## src/sv/occs_pkg.sv

```systemverilog
package occs_pkg;

    // Trig unit sizing.
    localparam int CORDIC_STEPS = 16;
    localparam int ATAN_ENTRIES = 24;
    localparam int CORDIC_ITERS = (CORDIC_STEPS < ATAN_ENTRIES) ? CORDIC_STEPS : ATAN_ENTRIES;
    localparam int CW = 58;   // x and y datapath width
    localparam int ZW = 28;   // angle accumulator width, degrees Q16
    localparam int VW = 34;   // vectoring input width
    localparam int SCW = 34;  // sine and cosine result width, Q2.30
    localparam int CORDIC_GAIN_Q30 = 652032874;
    localparam int Q16_90 = 90 * 65536;
    localparam int Q16_180 = 180 * 65536;

    // Configuration register indexes.
    localparam logic [0:0] CFG_EYE_HEIGHT = 1'b0;
    localparam logic [0:0] CFG_DAMPING = 1'b1;

    typedef enum logic {
        CORDIC_ROTATE,
        CORDIC_VECTOR
    } cordic_mode_t;

    typedef enum logic {
        DS_DIVIDE,
        DS_SQRT
    } ds_mode_t;

    typedef struct packed {
        logic         start;
        cordic_mode_t mode;
    } cordic_req_t;

    typedef struct packed {
        logic     start;
        ds_mode_t mode;
    } ds_req_t;

    typedef enum logic [3:0] {
        ST_IDLE,
        ST_F_TURN,
        ST_F_YAW_GO,
        ST_F_YAW_WAIT,
        ST_F_PITCH_WAIT,
        ST_MUL_ISSUE,
        ST_MUL_WAIT,
        ST_MUL_TAKE,
        ST_S_LOAD,
        ST_S_YAW_WAIT,
        ST_S_DIV_WAIT,
        ST_S_SQRT_WAIT,
        ST_S_PITCH_WAIT,
        ST_OUT
    } state_t;

    typedef enum logic [3:0] {
        OP_HORIZ,
        OP_OFF_X,
        OP_OFF_Z,
        OP_LIFT,
        OP_ALPHA,
        OP_LERP_X,
        OP_LERP_Y,
        OP_LERP_Z,
        OP_SIN_SQ
    } op_t;

    // Arctangent of 2^-i in degrees, Q16.
    function automatic logic [21:0] atan_deg(input logic [4:0] idx);
        logic [21:0] v;
        case (idx)
            5'd0:  v = 22'd2949120;
            5'd1:  v = 22'd1740967;
            5'd2:  v = 22'd919879;
            5'd3:  v = 22'd466945;
            5'd4:  v = 22'd234379;
            5'd5:  v = 22'd117304;
            5'd6:  v = 22'd58666;
            5'd7:  v = 22'd29335;
            5'd8:  v = 22'd14668;
            5'd9:  v = 22'd7334;
            5'd10: v = 22'd3667;
            5'd11: v = 22'd1833;
            5'd12: v = 22'd917;
            5'd13: v = 22'd458;
            5'd14: v = 22'd229;
            5'd15: v = 22'd115;
            5'd16: v = 22'd57;
            5'd17: v = 22'd29;
            5'd18: v = 22'd14;
            5'd19: v = 22'd7;
            5'd20: v = 22'd4;
            5'd21: v = 22'd2;
            5'd22: v = 22'd1;
            default: v = 22'd0;
        endcase
        return v;
    endfunction

endpackage

```

## src/sv/occs_divsqrt.sv

```systemverilog
module occs_divsqrt (
    input  logic                 aclk,
    input  logic                 aresetn,
    input  occs_pkg::ds_req_t    req,
    input  logic signed [56:0]   num_in,
    input  logic [13:0]          den_in,
    input  logic [60:0]          rad_in,
    output logic                 done,
    output logic signed [56:0]   quo_out,
    output logic [30:0]          root_out
);
    import occs_pkg::*;

    localparam logic [5:0] DIV_LAST = 6'd55;
    localparam logic [5:0] SQRT_LAST = 6'd31;

    logic        busy_reg;
    logic        done_reg;
    logic [5:0]  cnt_reg;
    ds_mode_t    mode_reg;
    logic        neg_reg;
    logic [13:0] den_reg;
    logic [14:0] rem_reg;
    logic [63:0] work_reg;
    logic [63:0] acc_reg;
    logic [63:0] bit_reg;

    logic [56:0] mag;
    logic [14:0] trial;
    logic [63:0] rb;
    logic [56:0] quo_pos;

    always_comb begin
        mag = num_in[56] ? 57'(-num_in) : 57'(num_in);
        trial = {rem_reg[13:0], work_reg[55]};
        rb = acc_reg + bit_reg;
        quo_pos = {1'b0, work_reg[55:0]};
    end

    // Iteration control.
    always_ff @(posedge aclk) begin
        if (!aresetn) begin
            busy_reg <= 1'b0;
            done_reg <= 1'b0;
            cnt_reg <= '0;
        end else begin
            done_reg <= 1'b0;
            if (req.start) begin
                busy_reg <= 1'b1;
                cnt_reg <= '0;
            end else if (busy_reg) begin
                cnt_reg <= cnt_reg + 6'd1;
                if (cnt_reg == ((mode_reg == DS_DIVIDE) ? DIV_LAST : SQRT_LAST)) begin
                    busy_reg <= 1'b0;
                    done_reg <= 1'b1;
                end
            end
        end
    end

    // One quotient bit or one root bit per cycle.
    always_ff @(posedge aclk) begin
        if (req.start) begin
            mode_reg <= req.mode;
            neg_reg <= num_in[56];
            den_reg <= den_in;
            rem_reg <= '0;
            acc_reg <= '0;
            bit_reg <= 64'd1 << 62;
            if (req.mode == DS_DIVIDE) begin
                work_reg <= {8'b0, mag[55:0]};
            end else begin
                work_reg <= {3'b0, rad_in};
            end
        end else if (busy_reg) begin
            case (mode_reg)
                DS_DIVIDE: begin
                    if (trial >= {1'b0, den_reg}) begin
                        rem_reg <= trial - {1'b0, den_reg};
                        work_reg <= {work_reg[62:0], 1'b1};
                    end else begin
                        rem_reg <= trial;
                        work_reg <= {work_reg[62:0], 1'b0};
                    end
                end
                default: begin
                    if (work_reg >= rb) begin
                        work_reg <= work_reg - rb;
                        acc_reg <= (acc_reg >> 1) + bit_reg;
                    end else begin
                        acc_reg <= acc_reg >> 1;
                    end
                    bit_reg <= bit_reg >> 2;
                end
            endcase
        end
    end

    assign done = done_reg;
    assign quo_out = neg_reg ? -quo_pos : quo_pos;
    assign root_out = acc_reg[30:0];

endmodule

```

## config.mk

```make
export PLATFORM = sky130hd
export DESIGN_NAME = occs_divsqrt
export DESIGN_NICKNAME = d
export VERILOG_FILES = /design/src/sv/occs_pkg.sv /design/src/sv/occs_divsqrt.sv
export SDC_FILE = /design/constraint.sdc
export NUM_CORES = 1
export LEC_CHECK = 0
export BUFFER_PORTS_ARGS = -buffer_cell sky130_fd_sc_hd__buf_2
export CAP_MARGIN = 40
export CORE_UTILIZATION = 40
export DETAILED_ROUTE_END_ITERATION = 12
export HOLD_SLACK_MARGIN = 0.08
export SLEW_MARGIN = 30
export SYNTH_ARGS = -nofsm -noshare
export SYNTH_HDL_FRONTEND = slang
export SYNTH_SLANG_ARGS = --single-unit
```

## constraint.sdc

```tcl
create_clock -name aclk -period 9.7 [get_ports aclk]
set_clock_uncertainty 0.1 [all_clocks]
set_input_delay 0.97 -clock aclk [delete_from_list [all_inputs] [get_ports aclk]]
set_output_delay 0.97 -clock aclk [all_outputs]
set_load 0.03 [all_outputs]
```

==> out/results.txt, run 1 <==
Buffers placed on the I/O ports in this run total 224. Data arrives at the worst endpoint at 7330 ps. Pin placement for this block handled 225 I/O pins. The timing-limited maximum frequency was 142 MHz; the required time of the critical path was 9970 ps.

CTS built an H-tree with a depth of 4. Sorting the synthesized cells by area gives the leading types as sky130_fd_sc_hd__edfxtp_1 12%, sky130_fd_sc_hd__dfxtp_1 12%, sky130_fd_sc_hd__ha_1 9.1%. The category of the critical setup timing path is reg2reg. Measured along the x axis, the die boundary spans 226 um. The congestion estimate from routability-driven global placement came to 0.930. Power per unit of standard cell area: 202 nW/um^2. The family with the most delay on the worst path is compound AO/OA/AOI/OAI gates.

The run gives 19358 as the via count of the first global-routing pass. The worst voltage drop across the vdd grid is 0.000152 V. sky130_fd_sc_hd__edfxtp_1 takes more of the synthesized area than any other cell. In this run, synthesis inferred 80 flip-flops with an integrated enable. The startpoint class of the critical path is a flop. Synthesis inferred 198 register bits.

The floorplan has 81 rows. In this run the tightest slew margin relative to its limit is 43.2%. The design draws 4.51 mW. The net count of the finished layout is 3059. The maximum number of pins on one net before global-route repair is 94.

The fraction of final layout cells sized beyond drive strength 1 works out to 11.3%. The region available for standard cell placement spans 49300 um^2. Summing the sequential cell areas from Yosys gives 23.7% of the chip area. The repair_antennas step left the layout with diodes totalling 0. The tools report the number of antenna violations at the first check in global routing as 0. TritonCTS built the clock tree. Setup violations remaining at the end of the flow were counted as 0. The area growth from synthesis to layout works out to 10.7%. Violation count after the first detailed-route iteration: 1398. No sink is reached through more buffers than the 2 on the longest clock path. Excluding fillers, the count of instances in the completed layout stands at 3450.

In this run the critical register-to-register path is launched from acc_reg[2]$_SDFFE_PP0P_. The clock reaches the later pin of the worst-skew pair after 470 ps. For the pin with the worst max-slew slack, the measured transition is 845 ps. The tools report the residual DRC count as 0. The logs give 0 for the final max-slew violation count and 20024 for the total vias in the final route. For this design the static power due to leakage is 8.42 nW.

Setup repair after global routing left no endpoint under its margin. The detail-routed net length per standard cell was 18.7 um; the number of max-capacitance violations reported was 0. Start point of the worst min-delay path: rem_reg[13]$_SDFFE_PP0P_. During synthesis, Yosys emitted a total of 0 warnings.

After clock tree synthesis, the clock-pin slew on the worst setup and hold paths is 80 ps. The placed instance count was 3412. The number of different library cells used by synthesis comes to 77. After synthesis, the mean cell area works out to 7.53 um^2. Synthesis produced 2672 cells. In the post-synthesis netlist, the cell with the most instances is sky130_fd_sc_hd__nand2_1. The number of clock sinks seen by CTS is 198.

The critical path goes through ha_1 -> a311oi_1 -> o31a_1 -> o21ai_1 -> a31oi_1 -> o21a_1 -> o21ai_1 -> a21oi_1 -> o21ai_1 -> nor2_1 -> o21bai_1 -> xnor2_1 -> ha_1 -> and3_1 -> nand2_1 -> or4_1 -> nor3_1 -> a221oi_1 -> o211ai_1 -> a31oi_4 -> buf_4 -> buf_16 -> or3_1 -> a311oi_1. Global routing consumed, over all layers together, 25.0% of the routing resources. Counting every net in the synthesized netlist gives 2957. For the finished layout, the period the worst path requires is 7060 ps.

The synthesized cell area came out at 20100 um^2. The count of nets left with antenna violations once routing finished came out at 0. The number of setup buffers added after CTS was 0.

The remaining global-route overflow was 0. For this run, the slowest stage of the critical path takes 500 ps. In this run the worst path has a maximum fanout of 79. The cell that appears most often on the critical path is sky130_fd_sc_hd__o21ai_1. Detailed placement HPWL: 50.2 mm.

The post-route clock period utilization works out to 72.7%. The logs give 0 for the count of hold-fix buffers inserted at cts and 40.9% for the starting density of the core. Among all flip-flop cells after synthesis, the most frequent one is sky130_fd_sc_hd__dfxtp_1. The number of clock buffers added by TritonCTS is 17.

In this run the biggest area consumer among cell types represents 11.9% of the synthesized area. The first detailed-routing pass took 5 iterations. For the first-pass GRT wire length, the log shows 103 mm. The final-layout setup total negative slack was 0 ps; the fraction of registers with async set/reset was 0%. The run finished with clean final reports. The worst setup path is captured at a flop.

Dividing the detail-routed via count by the number of cells gives 5.80. The cell sitting at the root of the clock tree is a sky130_fd_sc_hd__clkbuf_16. The die boundary height is 226 um, and the final wirelength is 64.4 mm. The worst hold path belongs to the class reg2reg. On the critical path, the stage with the largest delay is an instance of sky130_fd_sc_hd__or4_1. Counting both buffers and inverters, the worst setup path holds a total of 2. The tools report the full die area as 51200 um^2.

The run gives 0 as the number of hold violations in the final report. The post-layout utilization of the core was 45.2%. Once the clock tree was built, the resizer swapped 0 gates to a different size. In this run the worst setup path begins at acc_reg[2]$_SDFFE_PP0P_. Sorting the synthesized cells by how often they occur yields 346 x sky130_fd_sc_hd__nand2_1, 226 x sky130_fd_sc_hd__nor2_1, 215 x sky130_fd_sc_hd__a21oi_1, 173 x sky130_fd_sc_hd__o21ai_0, 170 x sky130_fd_sc_hd__xnor2_1.
[final cells by class]
cell class	instances	area (um^2)
Fill cell	5104	27000
Multi-Input combinational cell	2240	14400
Sequential cell	198	4760
Timing Repair Buffer	247	1470
Tap cell	664	831
Clock buffer	20	440
Inverter	70	263
Clock inverter	11	101
[cells in the final DEF, fill, tap and decap left out, drive strengths merged, types with 74 or more instances in the layout]
cell / instances
dfxtp: 118
o21ai: 253
edfxtp: 80
xor2: 95
inv: 74
xnor2: 170
nor2: 226
nand2: 346
a31oi: 78
a21oi: 215
buf: 247
ha: 147
[stage by stage]
stage / instance area, um^2 / setup slack (ps) / hold WS [ps]
after global placement: 21500 / 3090 / 360
after detailed placement: 21600 / 2800 / 369
after CTS: 22100 / 2670 / 380
final: 22300 / 2640 / 376
after floorplan: 20100 / 1390 / 343
after global routing: 22300 / 2160 / 390
[power breakdown]
part / internal, mW / switching (mW) / total, mW
logic: 0.948 / 1.59 / 2.54
clock network: 0.358 / 0.347 / 0.705
registers: 1.03 / 0.233 / 1.26
total: 2.34 / 2.17 / 4.51
[layer usage]
| layer | vias to the layer above | share of wire (%) | track usage, % |
|---|---|---|---|
| li1 | 10014 | - | - |
| met1 | 9518 | 43 | 30.3 |
| met2 | 411 | 51 | 46.1 |
| met3 | 81 | 4.0 | 3.65 |
| met4 | 0 | 1.9 | 5.84 |
| met5 | - | 0 | 0 |
[cells by family (layout without fill, tap and decap cells)]
| group | count (synthesis) | after routing | share of synthesized area (%) |
|---|---|---|---|
| adders and majority gates | 149 | 149 | 9.34 |
| AOI/OAI and AO/OA | 890 | 890 | 27.6 |
| buffers and inverters | 234 | 348 | 4.96 |
| DFF | 198 | 198 | 23.7 |
| xor gates and xnor gates | 265 | 265 | 11.5 |
| muxes | 43 | 43 | 2.14 |
| and+or+nand+nor | 893 | 893 | 20.7 |
[tightest hold or removal path: cells and delay by family (launching register included)]
family           cells  cell delay [ps]
AND/OR/NAND/NOR      1               50
flip-flops           1              330
AO/OA/AOI/OAI        1               50
[worst paths after layout]
| check | endpoint | cells past startpoint | slack (ps) |
|---|---|---|---|
| worst min-delay path | rem_reg[13]$_SDFFE_PP0P_ | 2 | 380 |
| worst max register to register | acc_reg[5]$_SDFFE_PP0P_ | 24 | 2640 |
| worst min register to register | rem_reg[13]$_SDFFE_PP0P_ | 2 | 380 |
| worst max-delay path | acc_reg[5]$_SDFFE_PP0P_ | 24 | 2640 |
No activity file was read; power rests on OpenSTA's default activity.
==> run 2: changes to the inputs <==
- clock period: 9.7 -> 6.3 ns (I/O delays scaled with it)
==> out/results.txt, run 2 (same netlist as run 1, synthesis figures left out) <==
The detail-routed net length per standard cell came out at 18.9 um (+1.1%). Slew at the pin with the worst max-slew slack: 854 ps (+8.99 ps). The die outline width came out at 226 um (unchanged). STA classifies the critical path endpoint as a flop. In this design, the largest share of critical-path delay is due to compound AO/OA/AOI/OAI gates. The tools report the source-to-sink clock delay at the later pin of the worst-skew pair as 530 ps (+60 ps). The min-delay analysis places its worst path in the category in2reg.

The commonest non-fill, non-tap cell in the layout is sky130_fd_sc_hd__nand2_1. The number of input and output port buffers inserted was 224 (unchanged). The total vias in the final route is 20350 (+1.6%), and the area growth from synthesis to layout is 12.1%.

The tools report the number of hold violations in the final report as 0 (unchanged). The logs give 3080 (+0.69%) for the number of nets in the layout and 42.6% (-0.60 points) for the normalized max-slew margin. The overall track demand over capacity in global routing was 25.6% (+0.61 points). The data arrival time of the critical path is 6210 ps (-1120 ps), and the detailed placement HPWL is 51.2 mm (+1.9%). The tools report the required time of the critical path as 6430 ps (-3540 ps).

The full die area is 51200 um^2 (unchanged), and the number of buffers between clock root and the deepest sink is 2 (unchanged). The buffers plus inverters on the worst setup path works out to 2 (unchanged). The number of clock sinks seen by CTS is 198 (unchanged). The fraction of final layout cells sized beyond drive strength 1 is 12.8% (+1.5 points), and the via count of the first global-routing pass is 19462 (+0.54%). The average via count per standard cell is 5.86 (+0.98%). Total number of placement rows: 81 (unchanged).

The logs give 148 (+57%) for the maximum number of pins on one net before global-route repair and 49300 um^2 (unchanged) for the core outline area. The total clock buffers created by CTS came out at 17 (unchanged). For the remaining antenna violation count, the log shows 0 (unchanged). For the area used by sequential logic in the layout, the log shows 4770 um^2 (about the same). The slowest library cell on the worst path was sky130_fd_sc_hd__or4_1. For the number of filler cells placed in the layout, the log shows 5060 (-0.86%). The tools report the residual DRC count as 0 (unchanged). Number of inserted diodes: 0 (unchanged).

For the I/O pin count, the log shows 225 (unchanged). The startpoint class of the critical path is a flop. For the worst hold slack across all endpoints, the log shows 174 ps (-202 ps). The library cells used most frequently in the layout, excluding fill and tap cells, are 345 x sky130_fd_sc_hd__nand2_1, 224 x sky130_fd_sc_hd__nor2_1, 223 x sky130_fd_sc_hd__buf_2. The final wirelength was 65.5 mm (+1.7%).

Number of setup violations in the final report: 0 (unchanged). The number of antenna violations at the first check in global routing was 0 (unchanged); the starting density of the core was 40.9% (unchanged). For the final max-slew violation count, the log shows 0 (unchanged). TritonCTS built the clock tree.

Leakage power of the design: 8.56 nW (+1.7%). The worst voltage drop across the vdd grid is 0.000237 V (+55%), and the power per unit of standard cell area is 315 nW/um^2 (+56%). The cell depth of the worst hold path works out to 1 (-1). The most numerous cell type found on the critical path is sky130_fd_sc_hd__ha_1. Worst reg-to-reg path cell count: 23 (-4.2%).

The number of H-tree levels was 4 (unchanged). The clock input transition at the sequential cells of the worst setup and hold paths was 90 ps (about the same); the multi-input combinational cell area was 14500 um^2 (+0.63%). The largest stage delay on the critical path works out to 580 ps (+80 ps). Walking the worst path, the cells encountered are ha_1 -> ha_1 -> a21o_1 -> a31o_2 -> a21oi_1 -> o21ai_2 -> or3_1 -> a21oi_4 -> o21ai_1 -> nand4_1 -> buf_4 -> o41ai_2 -> xnor2_1 -> ha_1 -> and3_1 -> nand2_1 -> or4_1 -> nor3_2 -> a221oi_1 -> o211ai_1 -> a31oi_4 -> o21ai_4 -> buf_4. The timing-limited maximum frequency was 164 MHz (+16%). Post-layout utilization of the core: 45.8% (+0.59 points). The run gives 0 (unchanged) as the number of max-capacitance violations reported. The remaining global-route overflow is 0 (unchanged), and the highest fanout seen on the critical path is 9 (-89%). The run finished with clean final reports. The number of gates on the worst path with buffers counted was 23 (-4.2%); the post-route clock period utilization was 96.5% (+24 points). The final critical delay including setup and external delays was 6080 ps (-976 ps).

The violation count after the first detailed-route iteration came out at 1348 (-3.6%). Die boundary height: 226 um (unchanged). The worst setup path is of the reg2reg kind. CTS placed an instance of sky130_fd_sc_hd__clkbuf_16 at the clock tree root. The number of detailed-route iterations in the first pass came out at 5 (unchanged).

The logs give 104 mm (+0.81%) for the first-pass GRT wire length and 0.899 (-3.3%) for the last weighted congestion value of the routability-driven placer.
## run 2: cell types whose count changed in the layout (fill, tap and decap cells not counted), sizes merged
cell,delta
buf,+20
bufinv,-1
clkbuf,-2
clkinv,+1
clkinvlp,-1
inv,+5
## run 2: layout make-up
| class | count | share of cell area [%] |
|---|---|---|
| clock buffer | 17 | 1.88 |
| clock inverter | 15 | 0.837 |
| inverter | 70 | 1.16 |
| multi-input combinational | 2240 | 64.2 |
| sequential | 198 | 21.1 |
| tap | 664 | 3.68 |
| timing repair buffer | 268 | 7.07 |
## run 2: final timing paths
| check | start | to | slack, ps |
|---|---|---|---|
| setup / recovery | acc_reg[0]$_SDFFE_PP0P_ | work_reg[63]$_SDFFCE_PP0P_ | 220 |
| hold / removal | den_in[0] | den_reg[0]$_DFFE_PP_ | 170 |
| setup reg to reg | acc_reg[0]$_SDFFE_PP0P_ | work_reg[63]$_SDFFCE_PP0P_ | 220 |
| hold reg to reg | rem_reg[2]$_SDFFE_PP0P_ | rem_reg[2]$_SDFFE_PP0P_ | 380 |
## run 2: power breakdown
group	switching, mW	internal, mW
clock network	0.636	0.543
registers	0.356	1.59
logic	2.50	1.48
## run 2: stage by stage
| step | setup TNS (ps) | setup slack, ps | cells | total power [mW] | area (um^2) |
|---|---|---|---|---|---|
| detailed placement | 0 | 78.9 | 3434 | 5.90 | 21800 |
| floorplan | 0 | 16.1 | 2672 | 4.70 | 20200 |
| global route | -118 | -52.4 | 3472 | 7.57 | 22600 |
| finish | 0 | 221 | 3472 | 7.10 | 22600 |
| global placement | 0 | 353 | 3433 | 5.87 | 21800 |
| CTS | 0 | 38.3 | 3466 | 7.10 | 22400 |
## run 2: metal layers
metal / vias up / track usage (%) / wire (um)
li1: 10065 / - / -
met1: 9694 / 30.2 / 27200
met2: 481 / 45.9 / 33100
met3: 110 / 4.16 / 3020
met4: 0 / 10.4 / 2180
met5: - / 0 / 0
## run 2: worst register-to-register path, delay by kind of cell (launching register included)
family                     cells  cell delay [ps]
DFF                            1              330
buffers and inverters          2              420
adders and majority gates      3              870
xor gates and xnor gates       1              140
and+or+nand+nor                6             1700
AOI/OAI and AO/OA             11             2240
## run 2: what timing repair did
item                       CTS  global route
setup buffers                0             2
gates resized for setup      0            20
setup endpoints to repair    0           128
hold buffers                 0             0
