File: src/sv/occs_pkg.sv
package occs_pkg;

    // Trig unit sizing.
    localparam int CORDIC_STEPS = 16;
    localparam int ATAN_ENTRIES = 24;
    localparam int CORDIC_ITERS = (CORDIC_STEPS < ATAN_ENTRIES) ? CORDIC_STEPS : ATAN_ENTRIES;
    localparam int CW = 58;   // x and y datapath width
    localparam int ZW = 28;   // angle accumulator width, degrees Q16
    localparam int VW = 34;   // vectoring input width
    localparam int SCW = 34;  // sine and cosine result width, Q2.30
    localparam int CORDIC_GAIN_Q30 = 652032874;
    localparam int Q16_90 = 90 * 65536;
    localparam int Q16_180 = 180 * 65536;

    // Configuration register indexes.
    localparam logic [0:0] CFG_EYE_HEIGHT = 1'b0;
    localparam logic [0:0] CFG_DAMPING = 1'b1;

    typedef enum logic {
        CORDIC_ROTATE,
        CORDIC_VECTOR
    } cordic_mode_t;

    typedef enum logic {
        DS_DIVIDE,
        DS_SQRT
    } ds_mode_t;

    typedef struct packed {
        logic         start;
        cordic_mode_t mode;
    } cordic_req_t;

    typedef struct packed {
        logic     start;
        ds_mode_t mode;
    } ds_req_t;

    typedef enum logic [3:0] {
        ST_IDLE,
        ST_F_TURN,
        ST_F_YAW_GO,
        ST_F_YAW_WAIT,
        ST_F_PITCH_WAIT,
        ST_MUL_ISSUE,
        ST_MUL_WAIT,
        ST_MUL_TAKE,
        ST_S_LOAD,
        ST_S_YAW_WAIT,
        ST_S_DIV_WAIT,
        ST_S_SQRT_WAIT,
        ST_S_PITCH_WAIT,
        ST_OUT
    } state_t;

    typedef enum logic [3:0] {
        OP_HORIZ,
        OP_OFF_X,
        OP_OFF_Z,
        OP_LIFT,
        OP_ALPHA,
        OP_LERP_X,
        OP_LERP_Y,
        OP_LERP_Z,
        OP_SIN_SQ
    } op_t;

    // Arctangent of 2^-i in degrees, Q16.
    function automatic logic [21:0] atan_deg(input logic [4:0] idx);
        logic [21:0] v;
        case (idx)
            5'd0:  v = 22'd2949120;
            5'd1:  v = 22'd1740967;
            5'd2:  v = 22'd919879;
            5'd3:  v = 22'd466945;
            5'd4:  v = 22'd234379;
            5'd5:  v = 22'd117304;
            5'd6:  v = 22'd58666;
            5'd7:  v = 22'd29335;
            5'd8:  v = 22'd14668;
            5'd9:  v = 22'd7334;
            5'd10: v = 22'd3667;
            5'd11: v = 22'd1833;
            5'd12: v = 22'd917;
            5'd13: v = 22'd458;
            5'd14: v = 22'd229;
            5'd15: v = 22'd115;
            5'd16: v = 22'd57;
            5'd17: v = 22'd29;
            5'd18: v = 22'd14;
            5'd19: v = 22'd7;
            5'd20: v = 22'd4;
            5'd21: v = 22'd2;
            5'd22: v = 22'd1;
            default: v = 22'd0;
        endcase
        return v;
    endfunction

endpackage

File: src/sv/occs_cordic.sv
module occs_cordic (
    input  logic                                   aclk,
    input  logic                                   aresetn,
    input  occs_pkg::cordic_req_t                  req,
    input  logic signed [15:0]                     ang_in,
    input  logic signed [occs_pkg::VW-1:0]         vx_in,
    input  logic signed [occs_pkg::VW-1:0]         vy_in,
    output logic                                   done,
    output logic signed [occs_pkg::SCW-1:0]        sin_out,
    output logic signed [occs_pkg::SCW-1:0]        cos_out,
    output logic signed [occs_pkg::ZW-1:0]         ang_out
);
    import occs_pkg::*;

    localparam logic [4:0] LAST = 5'(CORDIC_ITERS - 1);
    localparam logic signed [ZW-1:0] Z90 = ZW'(Q16_90);
    localparam logic signed [ZW-1:0] Z180 = ZW'(Q16_180);

    logic                 busy_reg;
    logic                 done_reg;
    logic [4:0]           cnt_reg;
    cordic_mode_t         mode_reg;
    logic                 neg_reg;
    logic                 zero_reg;
    logic signed [CW-1:0] x_reg;
    logic signed [CW-1:0] y_reg;
    logic signed [ZW-1:0] z_reg;

    logic signed [ZW-1:0] z_rot;
    logic signed [CW-1:0] vx_ext;
    logic signed [CW-1:0] vy_ext;
    logic signed [CW-1:0] xsh;
    logic signed [CW-1:0] ysh;
    logic signed [ZW-1:0] at;
    logic                 sel;
    logic signed [CW-1:0] xn;
    logic signed [CW-1:0] yn;

    // Seeds and one micro-rotation of the shared shift-add unit.
    always_comb begin
        z_rot = {{(ZW-25){ang_in[15]}}, ang_in, 9'b0};
        vx_ext = {{(CW-VW){vx_in[VW-1]}}, vx_in};
        vy_ext = {{(CW-VW){vy_in[VW-1]}}, vy_in};
        xsh = x_reg >>> cnt_reg;
        ysh = y_reg >>> cnt_reg;
        at = {{(ZW-22){1'b0}}, atan_deg(cnt_reg)};
        sel = (mode_reg == CORDIC_ROTATE) ? (z_reg >= 0) : !(y_reg > 0);
        xn = neg_reg ? -x_reg : x_reg;
        yn = neg_reg ? -y_reg : y_reg;
    end

    // Iteration control.
    always_ff @(posedge aclk) begin
        if (!aresetn) begin
            busy_reg <= 1'b0;
            done_reg <= 1'b0;
            cnt_reg <= '0;
        end else begin
            done_reg <= 1'b0;
            if (req.start) begin
                busy_reg <= 1'b1;
                cnt_reg <= '0;
            end else if (busy_reg) begin
                cnt_reg <= cnt_reg + 5'd1;
                if (cnt_reg == LAST) begin
                    busy_reg <= 1'b0;
                    done_reg <= 1'b1;
                end
            end
        end
    end

    // Datapath registers.
    always_ff @(posedge aclk) begin
        if (req.start) begin
            mode_reg <= req.mode;
            if (req.mode == CORDIC_ROTATE) begin
                x_reg <= CW'(CORDIC_GAIN_Q30);
                y_reg <= '0;
                zero_reg <= 1'b0;
                if (z_rot > Z90) begin
                    z_reg <= z_rot - Z180;
                    neg_reg <= 1'b1;
                end else if (z_rot < -Z90) begin
                    z_reg <= z_rot + Z180;
                    neg_reg <= 1'b1;
                end else begin
                    z_reg <= z_rot;
                    neg_reg <= 1'b0;
                end
            end else begin
                neg_reg <= 1'b0;
                zero_reg <= (vx_in == '0) && (vy_in == '0);
                if (vx_in[VW-1]) begin
                    x_reg <= (-vx_ext) <<< 20;
                    y_reg <= (-vy_ext) <<< 20;
                    z_reg <= vy_in[VW-1] ? -Z180 : Z180;
                end else begin
                    x_reg <= vx_ext <<< 20;
                    y_reg <= vy_ext <<< 20;
                    z_reg <= '0;
                end
            end
        end else if (busy_reg) begin
            if (sel) begin
                x_reg <= x_reg - ysh;
                y_reg <= y_reg + xsh;
                z_reg <= z_reg - at;
            end else begin
                x_reg <= x_reg + ysh;
                y_reg <= y_reg - xsh;
                z_reg <= z_reg + at;
            end
        end
    end

    assign done = done_reg;
    assign sin_out = yn[SCW-1:0];
    assign cos_out = xn[SCW-1:0];
    assign ang_out = zero_reg ? '0 : z_reg;

endmodule

File: config.mk
export PLATFORM = sky130hd
export DESIGN_NAME = occs_cordic
export DESIGN_NICKNAME = d
export VERILOG_FILES = /design/src/sv/occs_pkg.sv /design/src/sv/occs_cordic.sv
export SDC_FILE = /design/constraint.sdc
export NUM_CORES = 1
export LEC_CHECK = 0
export BUFFER_PORTS_ARGS = -buffer_cell sky130_fd_sc_hd__buf_2
export CELL_PAD_IN_SITES_DETAIL_PLACEMENT = 1
export CELL_PAD_IN_SITES_GLOBAL_PLACEMENT = 1
export CORE_MARGIN = 4
export CORE_UTILIZATION = 49
export DETAILED_ROUTE_END_ITERATION = 10
export PLACE_DENSITY = 0.91
export SLEW_MARGIN = 5
export SYNTH_ARGS = -nofsm -noshare
export SYNTH_HDL_FRONTEND = slang
export SYNTH_SLANG_ARGS = --single-unit
File: constraint.sdc
create_clock -name aclk -period 10.6 [get_ports aclk]
set_input_delay 1.06 -clock aclk [delete_from_list [all_inputs] [get_ports aclk]]
set_output_delay 1.06 -clock aclk [all_outputs]
set_load 0.05 [all_outputs]
==> results of run 1 <==
-- metrics by stage --
| stage | setup WS, ns | std cells | area [um^2] | hold slack, ns | utilization [%] |
|---|---|---|---|---|---|
| after floorplan | 3.078 | 3520 | 29490 | 0.6486 | - |
| after CTS | 1.819 | 4303 | 31140 | 0.6482 | 52.57 |
| after global routing | 1.255 | 4303 | 31140 | 0.6751 | 52.57 |
| final | 1.491 | 4304 | 31150 | 0.6448 | 52.58 |
| after global placement | 2.007 | 4271 | 30550 | 0.5957 | 51.56 |
| after detailed placement | 1.865 | 4271 | 30550 | 0.6301 | 51.56 |
-- path summary, 6_finish.rpt --
check | from | slack [ns] | cells past startpoint | endpoint
worst min-delay path | busy_reg | 0.64 | 2 | busy_reg
worst max register to register | cnt_reg[0] | 1.49 | 23 | x_reg[53]
worst max-delay path | cnt_reg[0] | 1.49 | 23 | x_reg[53]
worst min register to register | busy_reg | 0.64 | 2 | busy_reg
-- cells in the final DEF, fill, tap and decap left out, types with 32 or more instances in the layout --
cell	Yosys	layout
sky130_fd_sc_hd__a211oi_1	32	32
sky130_fd_sc_hd__a21o_1	98	98
sky130_fd_sc_hd__a21oi_1	229	229
sky130_fd_sc_hd__a31oi_1	37	37
sky130_fd_sc_hd__and3_1	38	38
sky130_fd_sc_hd__buf_2	35	183
sky130_fd_sc_hd__buf_4	15	39
sky130_fd_sc_hd__edfxtp_1	147	147
sky130_fd_sc_hd__ha_1	166	166
sky130_fd_sc_hd__inv_1	72	71
sky130_fd_sc_hd__mux2_2	76	76
sky130_fd_sc_hd__mux2i_1	117	116
sky130_fd_sc_hd__mux4_2	123	123
sky130_fd_sc_hd__nand2_1	302	301
sky130_fd_sc_hd__nand2b_1	39	39
sky130_fd_sc_hd__nand3_1	56	56
sky130_fd_sc_hd__nor2_1	267	265
sky130_fd_sc_hd__nor2b_1	67	66
sky130_fd_sc_hd__nor3_1	66	66
sky130_fd_sc_hd__o21ai_0	233	233
sky130_fd_sc_hd__o22ai_1	85	85
sky130_fd_sc_hd__o31ai_1	65	65
sky130_fd_sc_hd__or3_1	42	42
sky130_fd_sc_hd__xnor2_1	207	207
sky130_fd_sc_hd__xor2_1	184	184
-- area by class of cell --
cell class	count	area (um^2)	share of cell area [%]
multi-input cells	3025	23060	74.03
flip-flops and latches	176	5014	16.10
repair buffers	223	1229	3.945
well taps	773	967.2	3.105
clock buffers	18	439.2	1.410
inverters	74	277.8	0.8918
clock inverters	14	160.2	0.5142
diodes	1	2.502	0.008034
-- synth_stat cells (65+ instances only) --
| master | instances | area [um^2] |
|---|---|---|
| sky130_fd_sc_hd__nor2b_1 | 67 | 419.2 |
| sky130_fd_sc_hd__xnor2_1 | 207 | 1813 |
| sky130_fd_sc_hd__edfxtp_1 | 147 | 4414 |
| sky130_fd_sc_hd__inv_1 | 72 | 270.3 |
| sky130_fd_sc_hd__nor3_1 | 66 | 330.3 |
| sky130_fd_sc_hd__mux2_2 | 76 | 855.8 |
| sky130_fd_sc_hd__ha_1 | 166 | 2077 |
| sky130_fd_sc_hd__o22ai_1 | 85 | 531.8 |
| sky130_fd_sc_hd__clkbuf_1 | 150 | 563.0 |
| sky130_fd_sc_hd__xor2_1 | 184 | 1612 |
| sky130_fd_sc_hd__mux2i_1 | 117 | 1171 |
| sky130_fd_sc_hd__mux4_2 | 123 | 2770 |
| sky130_fd_sc_hd__o31ai_1 | 65 | 488.0 |
| sky130_fd_sc_hd__nand2_1 | 302 | 1134 |
| sky130_fd_sc_hd__a21o_1 | 98 | 735.7 |
| sky130_fd_sc_hd__a21oi_1 | 229 | 1146 |
| sky130_fd_sc_hd__nor2_1 | 267 | 1002 |
| sky130_fd_sc_hd__o21ai_0 | 233 | 1166 |
-- cell families after synthesis --
family          synth area share [%]
simple gates                   17.85
xor+xnor                       11.61
fa+ha+maj                      7.247
compound gates                 24.14
buf+inv                        4.969
flops                          16.94
mux                            17.25
-- critical path, cell delays in order, from the launching register on --
cell	delay [ns]
sky130_fd_sc_hd__dfxtp_4	0.96
sky130_fd_sc_hd__buf_4	0.49
sky130_fd_sc_hd__mux4_2	0.61
sky130_fd_sc_hd__mux4_2	0.55
sky130_fd_sc_hd__a221oi_1	0.84
sky130_fd_sc_hd__nand4_1	0.50
sky130_fd_sc_hd__or4_1	0.83
sky130_fd_sc_hd__nor3_4	0.39
sky130_fd_sc_hd__nand2_1	0.17
sky130_fd_sc_hd__o21ai_0	0.24
sky130_fd_sc_hd__mux2i_1	0.20
sky130_fd_sc_hd__o311ai_0	0.15
sky130_fd_sc_hd__ha_1	0.44
sky130_fd_sc_hd__nand2_1	0.15
sky130_fd_sc_hd__nor2_1	0.23
sky130_fd_sc_hd__and3_1	0.21
sky130_fd_sc_hd__and3_1	0.18
sky130_fd_sc_hd__nand3_1	0.15
sky130_fd_sc_hd__a211oi_1	0.67
sky130_fd_sc_hd__o2111ai_1	0.30
sky130_fd_sc_hd__nand3b_1	0.19
sky130_fd_sc_hd__a21oi_1	0.10
sky130_fd_sc_hd__xor2_1	0.15
sky130_fd_sc_hd__o22ai_1	0.09
-- metal layers --
metal	part of all wire, %	global-route usage [%]	vias up	routed length [um]
li1	-	-	13380	-
met1	38	44.84	15060	46380
met2	47	60.89	1646	57340
met3	8.3	6.604	410	10080
met4	6.3	19.86	0	7688
met5	0	0	-	0
==> run_results.csv, run 1 <==
group,metric,value,unit
outcome,run_status,"completed",
place,detailed_place_hpwl,92160,um
sta,setup_viol,0,
synth,synth-async-reset-ratio,0,%
cts,htree_num_levels,4,
cts,ctsRootBufferMaster,"sky130_fd_sc_hd__clkbuf_16",
global_routing,via_count_of_the_first_global_routing_pass,30610,
setup_path,critPathCaptureType,"flop",
sta,finalClockSkew,0.02380,ns
run,maxCapViolCount,0,
cts,worstSkewPairLatency,0.53,ns
drt,via_per_inst,7.083,
layout,filler_cells,7148,
die,die_outline_area,0.06417,mm^2
cts,cts_tree,"done",
cts,cts_resized,0,
setup_path,timing.critical_path.required,10.86,ns
die,core_box_area,0.05924,mm^2
die,die_height,253.3,um
global_routing,grt_remaining_overflow,0,
global_routing,grt_first_pass_wirelength,184000,um
synth,yosys_register_bits,176,
drt,detail_route.wirelength,121500,um
synth,synth.avg_cell_area,8.377,um^2
die,count_of_boundary_i_o_pins,185,
place,placement.io_buffers,184,
cts,clkSinkCount,176,
layout,finish.net_count,3774,
die,start_util,49.78,%
sta,final_hold_viol_count,0,
die,die-width,253.3,um
setup_path,start_to_end_type_of_the_worst_setup_path,"flop to flop",
drt,wire_per_inst,28.23,um
sta,fmaxAchievable,109.8,MHz
global_routing,pin_count_of_the_biggest_net_entering_global_routing,101,
synth,cell_area_after_synthesis,0.02949,mm^2
layout,post_route_cells_drive_above_1_share,15.07,%
sta,timing.setup.tns,0,ns
setup_path,timing.critical_path.from_type,"flop",
drt,dr.first_iter.drc_count,3533,
drt,vias,30490,
synth,synth.yosys.seq_area_share,16.94,%
setup_path,critical_path_arrival,9.36,ns
sta,report.final.slew_viol_count,0,
die,floorplan.rows,89,
synth,post_synth_inst_count,3520,
cts,postCtsSetupRepairBufs,0,
sta,worst_pin_slew,1.203,ns
cts,cts_made_buffers,17,
worst_hold_path,worstHoldPathType,"flop to flop",
layout,area_delta_synth_final,5.626,%
setup_path,largest_driver_fanout_on_the_critical_path,59,
sta,unrepaired_setup_endpoints_after_global_routing,"false",
synth,ys.warnings.count,0,
drt,detail-route-antenna-nets,0,
drt,drt_drc_violations_left,0,
synth,synth_cell_type_count,102,
global_routing,grt_antenna_before_repair,0,
sta,finalWorstPathRequiredPeriod,9.109,ns
drt,dr.pass1.iters,6,
sta,rel_slew_slack,19.64,%
place,gp_routability_congestion,1.067,
cts,cts-hold-fix-buffers,0,
synth,synth-edff-count,147,
synth,synthesis.nets,3777,
synth,dominantRegCellSynth,"sky130_fd_sc_hd__edfxtp_1",
cts,max-clock-path-buffers,2,
cts,clkSlewWorstSetupHoldPaths,0.08,ns
global_routing,grt_util_all_layers,36.51,%
sta,min_period_over_period,85.93,%
Power of run 1 is not shown: default switching activity piles up to over one toggle a cycle in this logic, so the estimate is an artifact.
==> inputs of run 2 (changes only) <==
Settings changed: CELL_PAD_IN_SITES_GLOBAL_PLACEMENT 1 to 2, CORE_UTILIZATION 49 to 39, PLACE_DENSITY 0.91 to 0.9.
==> run 2 against run 1 <==
Compared with the run above: global-route usage fell by 7.3 points; clock skew fell by 0.0026 ns; final cell count rose by 4.7%; non-clock buffer count rose by 3; clock-buffer cell count fell by 1; register-to-register slack improved by 0.46 ns; first-iteration DRC count fell by 5.3%; die area rose by 25%; sequential cell count did not move; routed wire length rose by 0.33%.
==> run_results.csv, run 2 (synthesized netlist as in run 1, its figures left out) <==
group,metric,value,unit
sta,finalWorstPathRequiredPeriod,8.653,ns
global_routing,grt_antenna_before_repair,3,
cts,htree_num_levels,4,
layout,final_common_cell,"sky130_fd_sc_hd__nand2_1",
layout,finish.net_count,3777,
outcome,run_status,"completed",
drt,via_per_inst,6.631,
setup_path,timing.critical_path.required,10.87,ns
die,die-width,283.0,um
place,gp_routability_congestion,1.034,
cts,cts_made_buffers,17,
setup_path,critical_path_arrival,8.92,ns
cts,ctsRootBufferMaster,"sky130_fd_sc_hd__clkbuf_16",
place,placement.io_buffers,184,
cts,postCtsSetupRepairBufs,0,
sta,report.final.slew_viol_count,0,
sta,fmaxAchievable,115.6,MHz
die,die_height,283.0,um
cts,worstSkewPairLatency,0.53,ns
global_routing,pin_count_of_the_biggest_net_entering_global_routing,102,
drt,drt_drc_violations_left,0,
setup_path,r2r_slack,1.95,ns
drt,dr.pass1.iters,5,
die,core_box_area,0.07470,mm^2
place,placed_area,0.03082,mm^2
global_routing,grt_first_pass_wirelength,185000,um
setup_path,worst_r2r_endpoint,"x_reg[53]",
cts,cts_tree,"done",
sta,layout_setup_ws,1.947,ns
sta,finalClockSkew,0.02124,ns
worst_hold_path,worstHoldPathType,"flop to flop",
drt,detail_route.wirelength,121900,um
setup_path,critPathCaptureType,"flop",
sta,worst_pin_slew,1.409,ns
cts,cts-hold-fix-buffers,0,
cts,clkSinkCount,176,
drt,wire_per_inst,27.06,um
drt,vias,29870,
setup_path,timing.rr.start,"cnt_reg[0]",
sta,rel_slew_slack,5.869,%
setup_path,critPathCapture,"x_reg[53]",
sta,min_period_over_period,81.63,%
cts,max-clock-path-buffers,2,
sta,timing.setup.tns,0,ns
sta,unrepaired_setup_endpoints_after_global_routing,"false",
global_routing,via_count_of_the_first_global_routing_pass,30000,
setup_path,timing.critical_path.from_type,"flop",
drt,detail-route-antenna-nets,0,
global_routing,grt_remaining_overflow,0,
layout,mostFrequentLayoutCells,"sky130_fd_sc_hd__nand2_1 (301), sky130_fd_sc_hd__nor2_1 (266), sky130_fd_sc_hd__o21ai_0 (233), sky130_fd_sc_hd__a21oi_1 (229), sky130_fd_sc_hd__xnor2_1 (207)",
die,floorplan.rows,100,
setup_path,start_to_end_type_of_the_worst_setup_path,"flop to flop",
cts,clkSlewWorstSetupHoldPaths,0.10,ns
place,detailed_place_hpwl,93360,um
layout,final_instance_area,0.03147,mm^2
worst_hold_path,hold_start,"busy_reg",
layout,area_delta_synth_final,6.704,%
sta,final_hold_viol_count,0,
setup_path,largest_driver_fanout_on_the_critical_path,101,
run,maxCapViolCount,0,
die,start_util,39.48,%
setup_path,r2r.worst_path.cells,24,
sta,setup_viol,0,
drt,dr.first_iter.drc_count,3345,
global_routing,grt_util_all_layers,29.24,%
place,dpl_worst_slack,2.283,ns
die,count_of_boundary_i_o_pins,185,
sta,final.hold.worst_slack,0.6401,ns
cts,cts_resized,0,
layout,post_route_cells_drive_above_1_share,15.11,%
die,die_outline_area,0.08007,mm^2
setup_path,cp-startpoint,"cnt_reg[0]",
-- run 2: changes by cell type in the layout (fill, tap and decap cells not counted), sizes merged --
cell	change
clkinv	-2
clkbuf	-1
inv	+4
buf	+3
diode	+2
bufinv	-1
-- run 2: final cells by class --
type,instances,area (um^2)
repair buffers,226,1264
flip-flops and latches,176,5014
fillers,8943,43230
multi-input cells,3025,23060
well taps,969,1212
diodes,3,7.507
clock inverters,15,209.0
inverters,74,277.8
clock buffers,17,425.4
-- run 2: through the flow --
step                util (%)  cells
CTS                    42.11   4502
global placement       41.26   4470
floorplan                  -   3520
detailed placement     41.26   4470
finish                 42.12   4505
global route           42.11   4502
-- run 2: how the worst min path moves through the flow --
stage | end | slack (ns) | cells past startpoint
final | busy_reg | 0.64 | 2
after global routing | busy_reg | 0.70 | 2
after CTS | busy_reg | 0.64 | 2
after detailed placement | busy_reg | 0.62 | 2
after global placement | busy_reg | 0.61 | 2
after floorplan | busy_reg | 0.65 | 3
-- run 2: critical path, stage by stage (launching register included) --
cell                        delay, ns
sky130_fd_sc_hd__dfxtp_4         0.90
sky130_fd_sc_hd__buf_12          0.55
sky130_fd_sc_hd__mux4_2          0.48
sky130_fd_sc_hd__mux2i_1         0.64
sky130_fd_sc_hd__o221ai_1        0.23
sky130_fd_sc_hd__nor2_1          0.57
sky130_fd_sc_hd__nand4_1         0.31
sky130_fd_sc_hd__or4_1           0.77
sky130_fd_sc_hd__nor3_4          0.37
sky130_fd_sc_hd__nand2_1         0.17
sky130_fd_sc_hd__o21ai_0         0.25
sky130_fd_sc_hd__mux2i_1         0.20
sky130_fd_sc_hd__o311ai_0        0.15
sky130_fd_sc_hd__ha_1            0.43
sky130_fd_sc_hd__nand2_1         0.15
sky130_fd_sc_hd__nor2_1          0.23
sky130_fd_sc_hd__and3_1          0.21
sky130_fd_sc_hd__and3_1          0.18
sky130_fd_sc_hd__nand3_1         0.12
sky130_fd_sc_hd__a211oi_1        0.60
sky130_fd_sc_hd__o2111ai_1       0.28
sky130_fd_sc_hd__nand3b_1        0.19
sky130_fd_sc_hd__a21oi_1         0.09
sky130_fd_sc_hd__xor2_1          0.14
sky130_fd_sc_hd__o22ai_1         0.09
-- run 2: routing by layer --
layer	global-route usage (%)	vias up	routed length (um)
li1	-	13380	-
met1	35.90	14750	48410
met2	48.84	1354	57150
met3	6.415	387	9513
met4	13.88	2	6793
met5	0	-	12
Power of run 2 is left out for the same reason.
